`src/rtl/eidv_pkg.sv`:
```
// Package for the endpoint identifier validator.
// Word types, phase encoding, character constants and class helpers; no dependencies.
`timescale 1ns / 1ps

package eidv_pkg;

	localparam logic [7:0]  VCHAR_LOW   = 8'h21;
	localparam logic [7:0]  VCHAR_HIGH  = 8'h7E;
	localparam logic [63:0] U64_DIV10   = 64'd1844674407370955161;
	localparam logic [3:0]  POS_SAT     = 4'd8;
	localparam logic [1:0]  DCNT_SAT    = 2'd2;

	localparam logic [1:0]  SCHEME_UNKNOWN = 2'd0;
	localparam logic [1:0]  SCHEME_DTN     = 2'd1;
	localparam logic [1:0]  SCHEME_IPN     = 2'd2;

	localparam logic [7:0]  CH_D     = 8'h64;
	localparam logic [7:0]  CH_I     = 8'h69;
	localparam logic [7:0]  CH_N     = 8'h6E;
	localparam logic [7:0]  CH_SLASH = 8'h2F;
	localparam logic [7:0]  CH_DOT   = 8'h2E;
	localparam logic [7:0]  CH_DASH  = 8'h2D;
	localparam logic [7:0]  CH_UNDER = 8'h5F;
	localparam logic [7:0]  CH_ZERO  = 8'h30;
	localparam logic [7:0]  CH_NINE  = 8'h39;

	typedef enum logic [12:0] {
		PH_START     = 13'b0000000000001,
		PH_DPFX      = 13'b0000000000010,
		PH_IPFX      = 13'b0000000000100,
		PH_UNK       = 13'b0000000001000,
		PH_DBODY     = 13'b0000000010000,
		PH_DNONE     = 13'b0000000100000,
		PH_DNONE_END = 13'b0000001000000,
		PH_DSL       = 13'b0000010000000,
		PH_DNODE0    = 13'b0000100000000,
		PH_DNODE     = 13'b0001000000000,
		PH_DDEMUX    = 13'b0010000000000,
		PH_INODE     = 13'b0100000000000,
		PH_ISVC      = 13'b1000000000000
	} phase_t;

	typedef struct packed {
		logic [7:0] character;
		logic       last;
	} in_word_t;

	typedef struct packed {
		logic        valid_res;
		logic [1:0]  scheme;
		logic        is_local;
		logic [63:0] ipn_node;
		logic [63:0] ipn_service;
	} out_word_t;

	function automatic logic is_digit(input logic [7:0] c);
		return (c >= CH_ZERO) && (c <= CH_NINE);
	endfunction

	function automatic logic is_node_char(input logic [7:0] c);
		return (c >= 8'h61 && c <= 8'h7A) || (c >= 8'h41 && c <= 8'h5A) ||
			is_digit(c) || c == CH_DASH || c == CH_DOT || c == CH_UNDER;
	endfunction

	function automatic logic [7:0] dtn_none_char(input logic [2:0] idx);
		logic [7:0] c;
		case (idx)
			3'd0: c = 8'h64;
			3'd1: c = 8'h74;
			3'd2: c = 8'h6E;
			3'd3: c = 8'h3A;
			3'd4: c = 8'h6E;
			3'd5: c = 8'h6F;
			3'd6: c = 8'h6E;
			default: c = 8'h65;
		endcase
		return c;
	endfunction

	function automatic logic [7:0] ipn_char(input logic [1:0] idx);
		logic [7:0] c;
		case (idx)
			2'd0: c = 8'h69;
			2'd1: c = 8'h70;
			2'd2: c = 8'h6E;
			default: c = 8'h3A;
		endcase
		return c;
	endfunction

endpackage

```
`src/rtl/eidv_core.sv`:
```
// Phase machine and ipn accumulators of the endpoint identifier validator.
// Depends on eidv_pkg; state advances on step, verdict is combinational.
`timescale 1ns / 1ps

module eidv_core (
	input  logic                clk,
	input  logic                arst_n,
	input  logic                step,
	input  eidv_pkg::in_word_t  word,
	output eidv_pkg::out_word_t verdict
);
	import eidv_pkg::*;

	phase_t      phase_q, phase_n;
	logic [3:0]  pos_q, pos_n;
	logic        failed_q, failed_n;
	logic [63:0] node_q, node_n;
	logic [63:0] svc_q, svc_n;
	logic [1:0]  dcnt_q, dcnt_n;
	logic        slash_q, slash_n;

	logic [7:0]  c;
	logic        dig;
	logic [63:0] acc;
	logic [63:0] acc_next;
	logic        acc_ovf;
	logic [1:0]  dcnt_inc;
	logic        node_ok;
	logic        svc_ok;

	assign c   = word.character;
	assign dig = is_digit(c);
	assign acc = (phase_q == PH_INODE) ? node_q : svc_q;
	assign acc_ovf = (acc > U64_DIV10) || (acc == U64_DIV10 && (c - CH_ZERO) > 8'd5);
	assign acc_next = (acc << 3) + (acc << 1) + {60'd0, c[3:0]};
	assign dcnt_inc = (dcnt_q < DCNT_SAT) ? dcnt_q + 2'd1 : dcnt_q;
	assign node_ok = (dcnt_q != 2'd0) && !(node_q == 64'd0 && dcnt_q >= DCNT_SAT);

	always_comb begin
		phase_n  = phase_q;
		pos_n    = (pos_q < POS_SAT) ? pos_q + 4'd1 : pos_q;
		failed_n = failed_q;
		node_n   = node_q;
		svc_n    = svc_q;
		dcnt_n   = dcnt_q;
		slash_n  = slash_q;
		if (!failed_q) begin
			unique case (phase_q)
				PH_START: begin
					if (c == CH_D) phase_n = PH_DPFX;
					else if (c == CH_I) phase_n = PH_IPFX;
					else phase_n = PH_UNK;
				end
				PH_DPFX: begin
					if (pos_q > 4'd3 || c != dtn_none_char(pos_q[2:0])) phase_n = PH_UNK;
					else if (pos_q == 4'd3) phase_n = PH_DBODY;
				end
				PH_IPFX: begin
					if (pos_q > 4'd3 || c != ipn_char(pos_q[1:0])) phase_n = PH_UNK;
					else if (pos_q == 4'd3) phase_n = PH_INODE;
				end
				PH_DBODY: begin
					if (c == CH_N) phase_n = PH_DNONE;
					else if (c == CH_SLASH) phase_n = PH_DSL;
					else failed_n = 1'b1;
				end
				PH_DNONE: begin
					if (pos_q > 4'd7 || c != dtn_none_char(pos_q[2:0])) failed_n = 1'b1;
					else if (pos_q == 4'd7) phase_n = PH_DNONE_END;
				end
				PH_DNONE_END: failed_n = 1'b1;
				PH_DSL: begin
					if (c == CH_SLASH) phase_n = PH_DNODE0;
					else failed_n = 1'b1;
				end
				PH_DNODE0: begin
					if (is_node_char(c)) phase_n = PH_DNODE;
					else failed_n = 1'b1;
				end
				PH_DNODE: begin
					if (c == CH_SLASH) begin
						phase_n = PH_DDEMUX;
						slash_n = 1'b1;
					end else if (!is_node_char(c)) begin
						failed_n = 1'b1;
					end
				end
				PH_DDEMUX: begin
					slash_n = 1'b0;
					if (c < VCHAR_LOW || c > VCHAR_HIGH) failed_n = 1'b1;
				end
				PH_INODE: begin
					if (dig) begin
						if (acc_ovf) failed_n = 1'b1;
						else begin
							node_n = acc_next;
							dcnt_n = dcnt_inc;
						end
					end else if (c == CH_DOT && node_ok) begin
						phase_n = PH_ISVC;
						dcnt_n  = 2'd0;
					end else begin
						failed_n = 1'b1;
					end
				end
				PH_ISVC: begin
					if (!dig || acc_ovf) failed_n = 1'b1;
					else begin
						svc_n  = acc_next;
						dcnt_n = dcnt_inc;
					end
				end
				default: ;
			endcase
		end
	end

	assign svc_ok = (dcnt_n != 2'd0) && !(svc_n == 64'd0 && dcnt_n >= DCNT_SAT);

	always_comb begin
		verdict = '0;
		case (phase_n) inside
			PH_DBODY, PH_DNONE, PH_DNONE_END, PH_DSL, PH_DNODE0, PH_DNODE, PH_DDEMUX: begin
				verdict.scheme = SCHEME_DTN;
				if (!failed_n && (phase_n == PH_DNONE_END || phase_n == PH_DDEMUX)) begin
					verdict.valid_res = 1'b1;
					verdict.is_local  = (phase_n == PH_DDEMUX) && slash_n;
				end
			end
			PH_INODE, PH_ISVC: begin
				verdict.scheme = SCHEME_IPN;
				if (!failed_n && phase_n == PH_ISVC && svc_ok) begin
					verdict.valid_res   = 1'b1;
					verdict.ipn_node    = node_n;
					verdict.ipn_service = svc_n;
					verdict.is_local    = (svc_n == 64'd0);
				end
			end
			default: ;
		endcase
	end

	always_ff @(posedge clk or negedge arst_n) begin
		if (!arst_n) begin
			phase_q  <= PH_START;
			pos_q    <= '0;
			failed_q <= 1'b0;
			node_q   <= '0;
			svc_q    <= '0;
			dcnt_q   <= '0;
			slash_q  <= 1'b0;
		end else if (step) begin
			if (word.last) begin
				phase_q  <= PH_START;
				pos_q    <= '0;
				failed_q <= 1'b0;
				node_q   <= '0;
				svc_q    <= '0;
				dcnt_q   <= '0;
				slash_q  <= 1'b0;
			end else begin
				phase_q  <= phase_n;
				pos_q    <= pos_n;
				failed_q <= failed_n;
				node_q   <= node_n;
				svc_q    <= svc_n;
				dcnt_q   <= dcnt_n;
				slash_q  <= slash_n;
			end
		end
	end

endmodule

```
`src/rtl/endpoint_id_validator.sv`:
```
// Endpoint identifier validator, top level: input register, parser, result register.
// Depends on eidv_pkg and eidv_core.
// A verdict enters the result register as its last byte leaves the input register.
// Throughput: one byte per cycle unless out_ready stalls a verdict; the parser step
// is a single compare and a times-ten add between the input and result registers.
// Reset: arst_n clears all control state and returns the parser to the start phase.
`timescale 1ns / 1ps

module endpoint_id_validator (
	input  logic                clk,
	input  logic                arst_n,
	input  logic                in_valid,
	output logic                in_ready,
	input  eidv_pkg::in_word_t  in_data,
	output logic                out_valid,
	input  logic                out_ready,
	output eidv_pkg::out_word_t out_data
);
	import eidv_pkg::*;

	logic      valid_s1;
	in_word_t  word_s1;
	logic      adv;
	out_word_t verdict;
	logic      out_valid_q;
	out_word_t out_word_q;

	// advance unless a verdict is due and the result register cannot take it
	assign adv      = valid_s1 && (!word_s1.last || !out_valid_q || out_ready);
	assign in_ready = !valid_s1 || adv;

	always_ff @(posedge clk or negedge arst_n) begin
		if (!arst_n) begin
			valid_s1 <= 1'b0;
		end else if (in_ready) begin
			valid_s1 <= in_valid;
		end
	end

	always_ff @(posedge clk) begin
		if (in_ready && in_valid) begin
			word_s1 <= in_data;
		end
	end

	eidv_core u_core (
		.clk     (clk),
		.arst_n  (arst_n),
		.step    (adv),
		.word    (word_s1),
		.verdict (verdict)
	);

	always_ff @(posedge clk or negedge arst_n) begin
		if (!arst_n) begin
			out_valid_q <= 1'b0;
		end else if (adv && word_s1.last) begin
			out_valid_q <= 1'b1;
		end else if (out_ready) begin
			out_valid_q <= 1'b0;
		end
	end

	always_ff @(posedge clk) begin
		if (adv && word_s1.last) begin
			out_word_q <= verdict;
		end
	end

	assign out_valid = out_valid_q;
	assign out_data  = out_word_q;

endmodule

```
`config.mk`:
```
export PLATFORM = sky130hd
export DESIGN_NAME = endpoint_id_validator
export DESIGN_NICKNAME = d
export VERILOG_FILES = /design/src/rtl/eidv_pkg.sv /design/src/rtl/eidv_core.sv /design/src/rtl/endpoint_id_validator.sv
export SDC_FILE = /design/constraint.sdc
export NUM_CORES = 1
export LEC_CHECK = 0
export ABC_AREA = 1
export BUFFER_PORTS_ARGS = -buffer_cell sky130_fd_sc_hd__buf_2
export CAP_MARGIN = 25
export CELL_PAD_IN_SITES_DETAIL_PLACEMENT = 0
export CELL_PAD_IN_SITES_GLOBAL_PLACEMENT = 2
export CORE_AREA = 2 2 292 294
export DETAILED_ROUTE_END_ITERATION = 8
export DIE_AREA = 0 0 294 296
export PLACE_DENSITY = 0.61
export SLEW_MARGIN = 20
export SYNTH_ARGS = -nofsm -noshare
export SYNTH_HDL_FRONTEND = slang
export SYNTH_SLANG_ARGS = --single-unit
```
`constraint.sdc`:
```
create_clock -name clk -period 6.3 [get_ports clk]
set_clock_uncertainty 0.15 [all_clocks]
set_input_delay 0.63 -clock clk [delete_from_list [all_inputs] [get_ports clk]]
set_output_delay 0.63 -clock clk [all_outputs]
set_load 0.1 [all_outputs]
```
### Yosys cells after proc, flatten, opt, wreduce, memory -nomap -nowiden

Index checks and enable logic that the tools add are counted.

| word-level totals | value |
|---|---|
| register bits | 292 |
| output and inout port bits | 134 |
| logic and storage cells | 203 |

| operators by class | value |
|---|---|
| add/subtract/negate cells | 5 |
| order comparisons | 16 |
| equal/unequal tests | 42 |
| multiplexer cells | 71 |
| bitwise logic cells | 2 |
| reductions and logical operators | 51 |

Operators with widths:

| cell | number |
|---|---|
| 64-bit two-way mux | 10 |
| 13-bit two-way mux | 16 |
| 129-bit two-way mux | 1 |
| 64-bit zero test | 2 |
| 13-bit case mux with 9 select lines | 1 |
| 64-bit by 4-bit adder with 64-bit output | 1 |
| 64-bit adder | 1 |
| 64-bit by 61-bit == test with 1-bit output, second input constant | 1 |
| 64-bit by 61-bit greater-than comparator with 1-bit output, second input constant | 1 |
| 8-bit two-way mux | 6 |
| 7-bit case mux with 5 select lines | 1 |
| 8-bit by 7-bit == test with 1-bit output, second input constant | 4 |
| 13-bit by 10-bit == test with 1-bit output, second input constant | 2 |
| 13-bit by 11-bit == test with 1-bit output, second input constant | 2 |
| 13-bit by 12-bit == test with 1-bit output, second input constant | 2 |
| 13-bit == test, second input constant | 2 |
| 13-bit by 5-bit == test with 1-bit output, second input constant | 2 |
| 13-bit by 6-bit == test with 1-bit output, second input constant | 2 |
| 13-bit by 7-bit == test with 1-bit output, second input constant | 2 |
| 13-bit by 8-bit == test with 1-bit output, second input constant | 2 |
| 13-bit by 9-bit == test with 1-bit output, second input constant | 2 |
| 8-bit by 6-bit == test with 1-bit output, second input constant | 3 |
| 8-bit inequality test | 3 |
| 7-bit case mux with 3 select lines | 1 |
| 43 further kinds | 117 |

### Depth between registers and ports, before layout

| depth | value |
|---|---|
| depth in word-level cells | 17 |
| depth in mapped cells | 40 |
| mapped depth without buffers | 36 |

### Hierarchy

From an unflattened synthesis, not the netlist that was laid out.

| unflattened totals | value |
|---|---|
| cells, all modules | 2954 |
| area, all modules | 21116.5 sq um |

Modules (own cells, without submodules):

| module | times used | cells an instance | area an instance (sq um) | sequential area each (sq um) |
|---|---|---|---|---|
| eidv_core | 1 | 2799 | 16774.8 | 3704.8 |
| endpoint_id_validator | 1 | 155 | 4341.7 | 4284.1 |

### Worst setup path after synthesis

No wires, ideal clock.

| timing path | value |
|---|---|
| path type | reg-to-reg |
| from | register u_core.phase_q[0] |
| to | register out_word_q, in the netlist out_data[101], data pin |
| arrival | 4540 ps |
| data required time | 5889 ps |
| slack | 1349 ps |
| cell stages (with the launch flop) | 38 |
| path buffers | 4 |
| period minus slack after synthesis | 4951 ps |
| cells stage by stage | dfstp_2 nor2_1 nand2_1 nor2_4 nand2_2 buf_4 buf_2 nand2_1 nand2_1 inv_1 fa_1 inv_1 fa_1 nand3b_1 nand2_1 a21oi_1 inv_1 nand2_1 (+2 left out) nand2_1 nand2_1 nand2_1 nand3_1 nand3_1 nand2_1 nand4_1 nand2_1 nor2_1 nand2_1 nor2_1 nand2_1 nor2_1 nand3_1 nand2_1 buf_6 buf_4 nor2_1 |

| on the way | value |
|---|---|
| word-level cells in the longest chain between the ends | 16 |
| elaborated cells on any way between the ends | 74 |

Ends and longest elaborated chain:

| item | RTL line | source |
|---|---|---|
| from (decl) | eidv_core.sv:14 | `phase_t phase_q, phase_n;` |
| from (signal assigned) | eidv_core.sv:162 | `phase_q <= phase_n;` |
| branches (longest 16 deep; another with 64-bit adder) | - |  |
| to (signal assigned) | endpoint_id_validator.sv:66 | `out_word_q <= verdict;` |
| to (decl) | endpoint_id_validator.sv:26 | `out_word_t out_word_q;` |

Parallel ways; which one is timed is not known.
A chain may end at the register's enable or synchronous reset.

### Worst setup path after layout

| timing path | value |
|---|---|
| from | register u_core.phase_q[2] |
| to | register out_word_q, in the netlist out_data[4], data pin |

Same word-level chain as after synthesis.

==> flow_summary.yaml <==
outcome:
  run_status: "complete, no violations"
drt:
  wl_per_cell_um: 21.9
  ant_nets: 0
  dr.pass1.iters: 5
  vias_per_cell: 4.85
  drt_iter0_drc: 1511
  vias: 21200
  postRouteWirelength_mm: 95.6
  drc_errors: 0
grt:
  track_usage_pct: 21.5
  grt_pass1_wl_mm: 140
  grt_max_degree: 75
  antenna_found_initial: 1
  grt-ovfl-total: 0
  grt_pass1_vias: 21000
sta:
  slew_viol_final: 0
  setup_viol: 0
  hold_viol: 0
  layout_min_cycle_time_ns: 5.98
  whs_ns: 0.0992
  tns_ns: 0
  worstMarginPinSlew_ns: 1.02
  period_share_pct: 95.0
  relSlewSlack_pct: 31.1
  fmax_mhz: 167
placement:
  dp_hpwl_mm: 73.7
  port_buffers: 146
  gp_congestion: 0.911
  dp.cells: 4282
die:
  dieWidth_um: 294
  dieArea_mm2: 0.0870
  core_mm2: 0.0842
  rows: 107
  io_pins: 147
  die_h_um: 296
  initial_utilization_pct: 24.7
synth:
  syn-instance-count: 2887
  yosysTopAreaCellShare_pct: 20.3
  yosysSeqAreaShare_pct: 38.4
  yosysMostFrequentCell: "nand2_1"
  async_flop_share_pct: 51.5
  netlist.top_cell.by_area: "edfxtp_1"
  yosys_warnings: 0
  syn-num-nets: 3031
  ys_types: 50
  synth_flop_cell: "dfrtp_1"
  synth_area_per_cell_um2: 7.21
  synth.area.top_cells: "edfxtp_1, dfrtp_1, nand2_1, ha_1, nor2_1"
  synthesis.area_mm2: 0.0208
  synth_common_cells: "nand2_1, nor2_1, inv_1, o21ai_0, dfrtp_1"
  synth_seq_cells: 291
  synth_edf_count: 141
power_and_ir_drop:
  intPower_mw: 3.73
  seq_power_share_pct: 38.0
  switchingPower_mw: 1.83
  vdd_ir_drop_max_uv: 136
  finalPower_mw: 5.56
  switching_share_pct: 32.9
  p_comb_share_pct: 20.0
  power_density_mw_per_mm2: 211
  p_leak_nw: 12.8
  pwr-share-clk_pct: 42.0
finish:
  syn_to_final_growth_pct: 26.4
  nNetsFinal: 3387
  diodes: 0
  stdcell_count: 4363
  drive_above_1_share_pct: 16.8
critical_path:
  critPathLaunchType: "register"
  cp.required_ns: 6.56
  cp_max_fo: 39
  crit_type: "register to register"
  slowest_delay_ns: 0.49
  endpoint_kind: "register"
  crit_slowest_cell: "xor2_1"
  critical_path_arrival_ns: 6.24
  crit_top_cell: "nand2_1"
clock_tree:
  clk_pin_slew_ns: 0.06
  cts.sinks: 291
  cts_buffer_depth: 3
  cts_buffers: 38
  insertion_delay_ns: 0.56
  h-tree-depth: 2
  cts-root-buf: "clkbuf_16"
  cts_tree: "yes"
hold_path:
  hp-class: "input port to register"
flow_run:
  maxCapViolations: 0
-- what timing repair did --
action | in CTS | in global routing
cloned | 0 | 4
setup endpoints to repair | 101 | 130
endpoints found under the hold margin | 57 | 0
hold buffers | 1 | 0
resized for setup | 2 | 73
buffers inserted | 0 | 6
pin swaps | 0 | 5
-- registers in the layout, indices dropped and copies added, names as in the netlist, 2 cells and up --
signal          cells
out_data          132
u_core.node_q      64
u_core.svc_q       64
u_core.phase_q     13
word_s1             9
u_core.pos_q        4
u_core.dcnt_q       2
-- area by class of cell --
class | count | area, um^2
well taps | 1090 | 1360
flip-flops and latches | 291 | 7990
clock inverters | 18 | 229
repair buffers | 421 | 3090
clock buffers | 52 | 1090
inverters | 394 | 1490
multi-input cells | 2097 | 11100
fillers | 9120 | 57900
-- layout by cell type, fill, tap and decap left out, types with 81 or more instances in the layout --
master,instances
a21oi_1,94
buf_2,145
buf_4,251
dfrtp_1,149
edfxtp_1,141
ha_1,127
inv_1,386
nand2_1,705
nand3_1,109
nand4_1,81
nor2_1,377
o21ai_0,183
o22ai_1,111
-- metrics by stage --
stage	worst slack [ns]	utilization [%]	instance area, um^2
final	0.317	31.2	26300
after detailed placement	-0.0877	29.2	24600
after global placement	0.0280	29.2	24600
after CTS	0.0278	30.8	25900
after global routing	-0.0427	31.2	26300
after floorplan	1.35	-	20800
-- cell families (layout without fill, tap and decap cells) --
family | count (synthesis) | in the layout | synth area share (%)
buffers and inverters | 499 | 885 | 9.65
XOR/XNOR | 58 | 58 | 2.44
adder cells (fa/ha/maj) | 131 | 131 | 7.95
AND/OR/NAND/NOR | 1379 | 1379 | 27.4
flip-flops | 291 | 291 | 38.4
AO/OA/AOI/OAI | 529 | 529 | 14.2
-- critical path: cells and delay by family (launching register included) --
| kind | cells | cell delay [ns] |
|---|---|---|
| AND/OR/NAND/NOR | 17 | 1.80 |
| buffers and inverters | 7 | 1.20 |
| AO/OA/AOI/OAI | 6 | 1.19 |
| adder cells (fa/ha/maj) | 2 | 0.53 |
| XOR/XNOR | 1 | 0.49 |
| flip-flops | 1 | 0.42 |
-- per-layer routing --
metal | wire length, um | track usage [%]
met5 | 0 | 0
met4 | 1780 | 4.14
met3 | 3300 | 1.98
met2 | 44900 | 36.5
met1 | 45700 | 29.8
-- path summary, 6_finish.rpt --
path,from,endpoint,slack (ns),depth (start not counted)
worst max-delay path,u_core.phase_q[2]$_DFFE_PN0P_,out_data[4]$_SDFFCE_PP0P_,0.32,33
worst min-delay path,in_data[3],word_s1[3]$_DFFE_PP_,0.1,1
worst max register to register,u_core.phase_q[2]$_DFFE_PN0P_,out_data[4]$_SDFFCE_PP0P_,0.32,33
worst min register to register,u_core.svc_q[45]$_DFFE_PN0P_,u_core.svc_q[45]$_DFFE_PN0P_,0.37,2
max in group asynchronous,arst_n,u_core.node_q[24]$_DFFE_PN0P_,4.22,3
min in group asynchronous,arst_n,u_core.svc_q[6]$_DFFE_PN0P_,0.49,2
-- power groups by stage --
| stage | logic (mW) | clock network (mW) | registers [mW] |
|---|---|---|---|
| floorplan | 0.467 | 0 | 2.42 |
| global placement | 1.11 | 0 | 2.15 |
| global route | 1.21 | 2.48 | 2.12 |
| CTS | 1.10 | 2.41 | 2.11 |
| detailed placement | 1.10 | 0 | 2.15 |
| finish | 1.11 | 2.34 | 2.11 |
(Power assumes the default switching activity.)
